--- src/hw/rtl/tpdm_pkg.sv ---
// ----------------------------------------------------------------------------
// tpdm_pkg
// types and constants shared by the transient peak decay meter
// ----------------------------------------------------------------------------
package tpdm_pkg;

	localparam int LVL_W  = 32;
	localparam int AMP_W  = 33;
	localparam int TIME_W = 48;

	// packed stream widths, padded to whole bytes
	localparam int IN_BITS  = 1 + 2 * LVL_W + TIME_W;
	localparam int IN_W     = ((IN_BITS + 7) / 8) * 8;
	localparam int OUT_BITS = 2 * LVL_W + AMP_W + 2 * TIME_W;
	localparam int OUT_W    = ((OUT_BITS + 7) / 8) * 8;

	// measurement phase
	typedef enum logic [1:0] {
		PH_ARMED = 2'd0,
		PH_PEAK  = 2'd1,
		PH_DONE  = 2'd2
	} phase_t;

	// one input sample
	typedef struct packed {
		logic                     stim_active;
		logic signed [LVL_W-1:0]  level;
		logic signed [LVL_W-1:0]  slope;
		logic        [TIME_W-1:0] timestamp;
	} tpdm_sample_t;

	// measurement state, the held measures double as the result
	typedef struct packed {
		phase_t                   phase;
		logic                     stim_was_active;
		logic signed [LVL_W-1:0]  prev_level;
		logic signed [LVL_W-1:0]  prev_slope;
		logic signed [LVL_W-1:0]  rest_reg;
		logic signed [LVL_W-1:0]  peak_reg;
		logic signed [AMP_W-1:0]  amp_reg;
		logic        [TIME_W-1:0] onset_time;
		logic        [TIME_W-1:0] peak_time;
		logic        [TIME_W-1:0] ttp_reg;
		logic        [TIME_W-1:0] decay_reg;
	} tpdm_state_t;

endpackage

--- src/hw/rtl/tpdm_step.sv ---
// ----------------------------------------------------------------------------
// tpdm_step
// next-state logic of the meter for one sample: onset, peak, half decay
// ----------------------------------------------------------------------------
module tpdm_step (
	input  tpdm_pkg::tpdm_state_t  st,
	input  tpdm_pkg::tpdm_sample_t smp,
	output tpdm_pkg::tpdm_state_t  st_next
);
	import tpdm_pkg::*;

	logic                     onset;
	phase_t                   phase_a;
	phase_t                   phase_b;
	logic signed [LVL_W-1:0]  rest_a;
	logic        [TIME_W-1:0] onset_a;
	logic                     turn;
	logic                     peak_hit;
	logic signed [LVL_W-1:0]  peak_b;
	logic        [TIME_W-1:0] peak_time_b;
	logic signed [LVL_W+1:0]  lvl_x2;
	logic signed [LVL_W+1:0]  half_sum;
	logic                     cross_hit;

	// rising edge of the stimulus re-arms and takes the rest level
	assign onset   = smp.stim_active && !st.stim_was_active;
	assign phase_a = onset ? PH_ARMED : st.phase;
	assign rest_a  = onset ? st.prev_level : st.rest_reg;
	assign onset_a = onset ? smp.timestamp : st.onset_time;

	// slope turns: zero now, or negative after a non-negative slope
	assign turn     = (smp.slope == '0) || (smp.slope[LVL_W-1] && !st.prev_slope[LVL_W-1]);
	assign peak_hit = (phase_a == PH_ARMED) && turn;

	assign peak_b      = peak_hit ? smp.level : st.peak_reg;
	assign peak_time_b = peak_hit ? smp.timestamp : st.peak_time;
	assign phase_b     = peak_hit ? PH_PEAK : phase_a;

	// half level test as 2*level <= peak + rest, exact
	assign lvl_x2    = {smp.level[LVL_W-1], smp.level, 1'b0};
	assign half_sum  = {{2{peak_b[LVL_W-1]}}, peak_b} + {{2{rest_a[LVL_W-1]}}, rest_a};
	assign cross_hit = (phase_b == PH_PEAK) && (lvl_x2 <= half_sum);

	// assemble the next state
	always_comb begin
		st_next                 = st;
		st_next.stim_was_active = smp.stim_active;
		st_next.prev_level      = smp.level;
		st_next.prev_slope      = smp.slope;
		st_next.rest_reg        = rest_a;
		st_next.onset_time      = onset_a;
		st_next.peak_reg        = peak_b;
		st_next.peak_time       = peak_time_b;
		st_next.phase           = cross_hit ? PH_DONE : phase_b;
		if (peak_hit) begin
			st_next.amp_reg = {smp.level[LVL_W-1], smp.level} - {rest_a[LVL_W-1], rest_a};
			st_next.ttp_reg = smp.timestamp - onset_a;
		end
		if (cross_hit) begin
			st_next.decay_reg = smp.timestamp - peak_time_b;
		end
	end

endmodule

--- src/hw/rtl/transient_peak_decay_meter.sv ---
// ----------------------------------------------------------------------------
// transient_peak_decay_meter
// measures rest, peak, amplitude, time to peak and half-decay time of a transient
// ----------------------------------------------------------------------------
// One result item leaves for every sample item taken, one item per clock cycle
// sustained while the result is not stalled. An item passes an input
// register, then the onset, peak and half-level logic that updates the held
// measures, which are themselves the result register. The measures wait while
// the result is stalled, and a sample may sit in the input register meanwhile.
// Nothing is measured before the first stimulus onset; all measures read zero
// after reset.
module transient_peak_decay_meter (
	input  logic                        clk,
	input  logic                        arst_n,
	input  logic                        s_axis_tvalid,
	output logic                        s_axis_tready,
	// stim_active, level, slope, timestamp, zero pad
	input  logic [tpdm_pkg::IN_W-1:0]   s_axis_tdata,
	output logic                        m_axis_tvalid,
	input  logic                        m_axis_tready,
	// rest_level, peak_level, amplitude, time_to_peak, half_decay_time, zero pad
	output logic [tpdm_pkg::OUT_W-1:0]  m_axis_tdata
);
	import tpdm_pkg::*;

	logic          vld_s1;
	tpdm_sample_t  smp_s1;
	tpdm_sample_t  smp_in;
	tpdm_state_t   state_q;
	tpdm_state_t   state_next;
	logic          out_vld_q;
	logic          advance;

	// unpack the input item
	assign smp_in.stim_active = s_axis_tdata[0];
	assign smp_in.level       = s_axis_tdata[LVL_W:1];
	assign smp_in.slope       = s_axis_tdata[2*LVL_W:LVL_W+1];
	assign smp_in.timestamp   = s_axis_tdata[2*LVL_W+TIME_W:2*LVL_W+1];

	// flow control between input register and result
	assign advance       = vld_s1 && (!out_vld_q || m_axis_tready);
	assign s_axis_tready = !vld_s1 || advance;

	// input register
	always_ff @(posedge clk or negedge arst_n) begin
		if (!arst_n) begin
			vld_s1 <= 1'b0;
		end else if (s_axis_tready) begin
			vld_s1 <= s_axis_tvalid;
		end
	end

	always_ff @(posedge clk) begin
		if (s_axis_tready && s_axis_tvalid) begin
			smp_s1 <= smp_in;
		end
	end

	tpdm_step u_step (
		.st      (state_q),
		.smp     (smp_s1),
		.st_next (state_next)
	);

	// measurement state, updated as each item moves to the result
	always_ff @(posedge clk or negedge arst_n) begin
		if (!arst_n) begin
			state_q   <= {PH_DONE, {($bits(tpdm_state_t)-2){1'b0}}};
			out_vld_q <= 1'b0;
		end else begin
			if (advance) begin
				state_q <= state_next;
			end
			if (advance) begin
				out_vld_q <= 1'b1;
			end else if (m_axis_tready) begin
				out_vld_q <= 1'b0;
			end
		end
	end

	// pack the result item
	assign m_axis_tvalid = out_vld_q;
	assign m_axis_tdata  = {{(OUT_W-OUT_BITS){1'b0}}, state_q.decay_reg, state_q.ttp_reg,
		state_q.amp_reg, state_q.peak_reg, state_q.rest_reg};

endmodule

--- config.mk ---
export PLATFORM = sky130hd
export DESIGN_NAME = transient_peak_decay_meter
export DESIGN_NICKNAME = d
export VERILOG_FILES = /design/src/hw/rtl/tpdm_pkg.sv /design/src/hw/rtl/tpdm_step.sv /design/src/hw/rtl/transient_peak_decay_meter.sv
export SDC_FILE = /design/constraint.sdc
export NUM_CORES = 1
export LEC_CHECK = 0
export BUFFER_PORTS_ARGS = -buffer_cell sky130_fd_sc_hd__buf_2
export CAP_MARGIN = 20
export CORE_MARGIN = 3
export CORE_UTILIZATION = 40
export CTS_CLUSTER_SIZE = 25
export DETAILED_ROUTE_END_ITERATION = 8
export GPL_TIMING_DRIVEN = 0
export PLACE_DENSITY_LB_ADDON = 0.08
export SLEW_MARGIN = 10
export SYNTH_ARGS = -nofsm -noshare
export SYNTH_HDL_FRONTEND = slang
export SYNTH_SLANG_ARGS = --single-unit
export TNS_END_PERCENT = 1
--- constraint.sdc ---
create_clock -name clk -period 13.1 [get_ports clk]
set_input_delay 3.93 -clock clk [delete_from_list [all_inputs] [get_ports clk]]
set_output_delay 3.93 -clock clk [all_outputs]
set_load 0.01 [all_outputs]
==> flow_summary.ini, run 1 <==
[synth]
ys_warn_count = 0
synth_edf_count = 113
syn_avg_cell_area_sq_um = 9.64
ys_dominant_reg_cell = dfrtp_1
syn-cell-area_sq_mm = 0.0276
yosys.cell_types.count = 72
ys_async_sr_fraction_pct = 74.3
synth-seq-cells = 440
synthesis.instances = 2859
synth-seq-area-share_pct = 42.0

[power_and_ir_drop]
powerDensity_mw_per_mm2 = 246
p_leak_uw = 0.0158
irDropWorstVdd_mv = 0.111

[clock_network]
cts_hold_buf = 0
path_clk_slew_ns = 0.06
clk_path_buf_depth = 3
htree_levels = 2
cts_buffers = 52
post_cts_resized = 0
cts-root-buf = clkbuf_16
cts_setup_buffers = 0
cts_tree = yes
clock_sinks = 440
insertion_delay_ns = 0.61

[sta]
finalCriticalPeriod_ns = 9.03
rsz0062_at_grt = no
timing.setup.tns_ns = 0
post-route-period-util_pct = 69.0
tightestPinTransition_ns = 1.05
maxSlewViolCount = 0
fmaxAchievable_mhz = 111
max_slew_margin_pct = 30.0
hold_violations = 0
setup_viol = 0
fin_worst_skew_ns = 0.0185

[die]
core-area_sq_mm = 0.0678
die_height_microns = 269
die_area_sq_mm = 0.0721
io_pins = 326
fp-row-count = 95
die_x_microns = 269
start_util_pct = 40.7

[grt]
grt_usage_pct = 22.0
overflow = 0
grt_pass1_wl_microns = 124000
grt_pass1_vias = 22200
antenna_found_initial = 2
grt_max_degree = 102

[place]
place.gp.congestion = 0.912
numPlacedInstances = 4056
placed_cell_area_sq_mm = 0.0304
port_buffers = 311
dpl.hpwl_microns = 62000

[critical_path]
r2r_start = smp_s1[54]$_DFFE_PP_
path_buf_inv = 5
critPathLaunchType = flip-flop
worstSetupEndpointType = flip-flop
critPathMaxFanout = 10
cpPeakStageDelay_ns = 0.78
regToRegEndpoint = m_axis_tdata[178]$_DFFE_PN0P_
critPathSlowestCell = clkbuf_1
r2r_setup_slack_ns = 4.07
ff2ff_path_depth = 30
cp.required_ns = 13.59
critical_path_class = flip-flop to flip-flop
crit_family = compound AO/OA/AOI/OAI gates
critical_path.most_common_cell = clkbuf_1
critPathArrivalTime_ns = 9.53

[drt]
via_count = 21700
via_per_inst = 5.21
drtIter0Drc = 1154
post_drt_wl_per_cell_microns = 19.2
postRouteAntennaNets = 0
wirelength_microns = 79700
drtPass1Iterations = 7
drc = 0

[layout]
regArea_sq_mm = 0.0116
fillers = 6583
area.growth.synth_to_final_pct = 16.9
layout_common_cells = 546 x nand2_1, 326 x dfrtp_1, 310 x buf_2, 201 x o21ai_0, 200 x buf_4
fin_cells = 4155
final_common_cell = nand2_1
drive_gt1_share_pct = 22.7
final_area_sq_mm = 0.0322
final_util_pct = 47.6
final_nets = 3555
multiInputGateArea_sq_mm = 0.0138

[hold_path]
hold_class = flip-flop to flip-flop
hold_end = m_axis_tdata[119]$_DFFE_PN0P_
hp-start = m_axis_tdata[119]$_DFFE_PN0P_
hold-path-cell-count = 2

[run_status]
status = finished, final reports clean

[flow_run]
drv_cap = 0
## power by group
part / switching (uW) / internal (uW)
clock: 602 / 926
combinational: 2300 / 1930
sequential: 319 / 1860
total: 3220 / 4710
## worst max path at each step
stage / slack [ns] / from / to / cells after the start
2_1_floorplan: 5.03 / m_axis_tready / s_axis_tready / 1
3_3_place_gp: 1.60 / arst_n / m_axis_tdata[24]$_DFFE_PN0P_ / 1
3_5_place_dp: 3.83 / smp_s1[54]$_DFFE_PP_ / m_axis_tdata[178]$_DFFE_PN0P_ / 30
4_1_cts: 3.75 / smp_s1[54]$_DFFE_PP_ / m_axis_tdata[178]$_DFFE_PN0P_ / 29
5_1_grt: 3.30 / smp_s1[49]$_DFFE_PP_ / m_axis_tdata[146]$_DFFE_PN0P_ / 31
6_report: 4.07 / smp_s1[54]$_DFFE_PP_ / m_axis_tdata[178]$_DFFE_PN0P_ / 30
## final cells by class
type | instances | area share, %
clock inverter | 32 | 1.13
sequential | 440 | 35.9
tap | 873 | 3.39
multi-input combinational | 2036 | 42.8
clock buffer | 66 | 4.52
antenna | 1 | 0.00776
timing repair buffer | 318 | 5.37
buffer | 318 | 6.03
inverter | 71 | 0.827
## routing by layer
layer | GRT usage, % | up-vias | routed length (microns)
li1 | - | 10600 | -
met1 | 28.0 | 10400 | 34500
met2 | 39.3 | 517 | 40100
met3 | 2.78 | 103 | 3380
met4 | 5.76 | 0 | 1710
met5 | 0 | - | 0
## stage by stage
stage	hold slack [ns]	total power, uW	setup slack (ns)
after global routing	0.497	8610	3.30
after CTS	0.475	8010	3.75
final	0.476	7930	4.07
after detailed placement	0.460	6420	3.83
after floorplan	0.432	5200	5.03
after global placement	0.450	6360	1.60
## synth_stat cells, drive strengths merged (6+ instances only)
cell type | number | area, sq um
and3 | 17 | 106
dfrtp | 326 | 8160
mux2 | 119 | 1340
a221oi | 6 | 52.6
o21bai | 32 | 240
nor4 | 14 | 87.6
xnor2 | 72 | 631
xor2 | 71 | 622
nand2b | 31 | 194
and2 | 12 | 75.1
clkbuf | 115 | 432
inv | 71 | 267
o21ai | 205 | 1030
edfxtp | 113 | 3390
ha | 190 | 2380
a31oi | 25 | 156
nor2b | 15 | 93.8
a21oi | 142 | 711
nor3 | 15 | 75.1
o211ai | 11 | 82.6
nand2 | 546 | 2050
a211oi | 16 | 120
mux2i | 124 | 1240
a21boi | 7 | 52.6
o31ai | 13 | 103
nor2 | 80 | 300
o21a | 21 | 158
or3 | 7 | 43.8
a21o | 98 | 736
a2111oi | 6 | 58.8
buf | 203 | 1510
a41oi | 6 | 60.1
nand4 | 31 | 194
nand3 | 29 | 145
or2 | 7 | 43.8
## worst register-to-register path, delay by kind of cell (launching register included)
kind	cells	cell delay [ns]
DFF	1	0.36
and+or+nand+nor	7	1.69
buffers and inverters	5	2.21
xor gates and xnor gates	1	0.11
adders and majority gates	2	0.63
AOI/OAI and AO/OA	15	3.93
## sequential cells by signal, summed over array words and instances, names as in the netlist
signal / cells
m_axis_tdata: 193
m_axis_tvalid: 1
smp_s1: 113
state_q: 132
vld_s1: 1
## cell families (layout without fill, tap and decap cells)
logic type	count (synthesis)	count (layout)	share of synthesized area [%]
mux	243	243	9.36
other cells	1	8	0.0136
flops	440	440	42.0
compound gates	632	632	14.4
buf+inv	389	805	8.02
simple gates	817	817	12.8
xor+xnor	143	143	4.54
fa+ha+maj	194	194	8.91
No activity file was read; power rests on OpenSTA's default activity.
==> run 2: changes to the inputs <==
clock period = 8.2 ns   (was 13.1 ns; I/O delays follow)
==> run 2 against run 1 <==
Final cell count barely moved. Worst setup slack got worse by 3.5 ns. Die area did not move. Via count barely moved. Critical endpoint is now m_axis_tdata[168]$_DFFE_PN0P_. Highest routed layer unchanged.
==> flow_summary.ini, run 2 (synthesized netlist as in run 1, its figures left out) <==
[layout]
drive_gt1_share_pct = 23.2
layout_common_cells = 546 x nand2_1, 326 x dfrtp_1, 314 x buf_2, 200 x buf_4, 199 x o21ai_0
largest_reg_flops = 193
final_common_cell = nand2_1
final_nets = 3554
fin_cells = 4154
area.growth.synth_to_final_pct = 17.1

[sta]
finalCriticalPeriod_ns = 7.64
post-route-period-util_pct = 93.2
maxSlewViolCount = 0
fin_worst_skew_ns = 0.0198
whs_ns = 0.476
hold_violations = 0
fmaxAchievable_mhz = 131
tightestPinTransition_ns = 1.06
rsz0062_at_grt = no
setup_viol = 0
max_slew_margin_pct = 29.5

[drt]
via_count = 21700
postRouteAntennaNets = 0
post_drt_wl_per_cell_microns = 19.2
drtPass1Iterations = 6
via_per_inst = 5.22
wirelength_microns = 79700
drc = 0
drtIter0Drc = 1237

[grt]
grt_max_degree = 102
grt_pass1_vias = 22200
antenna_found_initial = 2
grt_usage_pct = 21.9
grt_pass1_wl_microns = 124000
overflow = 0

[die]
io_pins = 326
fp-row-count = 95
start_util_pct = 40.7
die_x_microns = 269
die_area_sq_mm = 0.0721
die_height_microns = 269
core-area_sq_mm = 0.0678

[power_and_ir_drop]
p_leak_uw = 0.0158
powerDensity_mw_per_mm2 = 393
irDropWorstVdd_mv = 0.178

[critical_path]
cpPeakStageDelay_ns = 0.44
critPathSlowestCell = a311oi_2
critPathLaunchType = flip-flop
critPathArrivalTime_ns = 8.12
critical_path_class = flip-flop to flip-flop
r2r_setup_slack_ns = 0.56
critPathMaxFanout = 10
cp.required_ns = 8.68
worstSetupEndpointType = flip-flop
critical_path.most_common_cell = o21ai_1

[clock_network]
clock_sinks = 440
cts_setup_buffers = 0
cts-root-buf = clkbuf_16
cts_tree = yes
cts_buffers = 52
clk_path_buf_depth = 3
post_cts_resized = 10
cts_hold_buf = 0
path_clk_slew_ns = 0.06
insertion_delay_ns = 0.61
htree_levels = 2

[run_status]
status = finished, final reports clean

[place]
numPlacedInstances = 4056
port_buffers = 311
place.gp.congestion = 0.912
dpl.hpwl_microns = 62000

[hold_path]
hold_class = flip-flop to flip-flop

[flow_run]
drv_cap = 0
-- run 2: routing by layer --
metal  up-vias  part of all wire [%]  global-route usage (%)  wire length [microns]
met5         -                     0                       0                      0
met4         0                   2.2                    5.98                   1780
met3        98                   4.3                    2.77                   3450
met2       551                    50                    39.2                  40000
met1     10400                    43                    27.9                  34400
li1      10600                     -                       -                      -
-- run 2: cell type report --
cell class                 count  area [sq um]
sequential                   440         11600
tap                          873          1090
inverter                      71           267
clock buffer                  66          1460
timing repair buffer         318          1730
fill                        6586         35500
antenna                        1          2.50
clock inverter                32           364
multi-input combinational   2036         13800
buffer                       317          1960
-- run 2: final timing paths --
check                                              startpoint                            end  depth (start not counted)
worst max-delay path                     smp_s1[54]$_DFFE_PP_  m_axis_tdata[168]$_DFFE_PN0P_                         27
worst min-delay path            m_axis_tdata[119]$_DFFE_PN0P_  m_axis_tdata[119]$_DFFE_PN0P_                          2
worst max register to register           smp_s1[54]$_DFFE_PP_  m_axis_tdata[168]$_DFFE_PN0P_                         27
worst min register to register  m_axis_tdata[119]$_DFFE_PN0P_  m_axis_tdata[119]$_DFFE_PN0P_                          2
max in group asynchronous                              arst_n       state_q[344]$_DFFE_PN0P_                          4
min in group asynchronous                              arst_n  m_axis_tdata[155]$_DFFE_PN0P_                          1
-- run 2: power by group --
group	leakage, uW	switching [uW]	internal [uW]
clock	0.000886	967	1480
sequential	0.00512	512	2970
combinational	0.00983	3680	3090
-- run 2: stage by stage --
stage	util (%)	power [uW]	worst slack [ns]	area (sq um)	setup TNS, ns
final	47.6	12700	0.561	32300	0
after global routing	47.6	13800	0.0380	32300	0
after CTS	47.6	12800	0.0430	32300	0
after detailed placement	44.9	10300	-1.07	30400	-33.02
after global placement	44.6	10200	-1.83	30200	-609.61
after floorplan	-	8310	1.80	27600	0
-- run 2: worst max-delay path: cells and delay by family (launching register included) --
| kind | cells | cell delay [ns] |
|---|---|---|
| buffers and inverters | 3 | 0.97 |
| adder cells (fa/ha/maj) | 2 | 0.55 |
| XOR/XNOR | 1 | 0.11 |
| AND/OR/NAND/NOR | 6 | 1.54 |
| AO/OA/AOI/OAI | 13 | 3.24 |
| flip-flops | 1 | 0.36 |
| multiplexers | 2 | 0.72 |
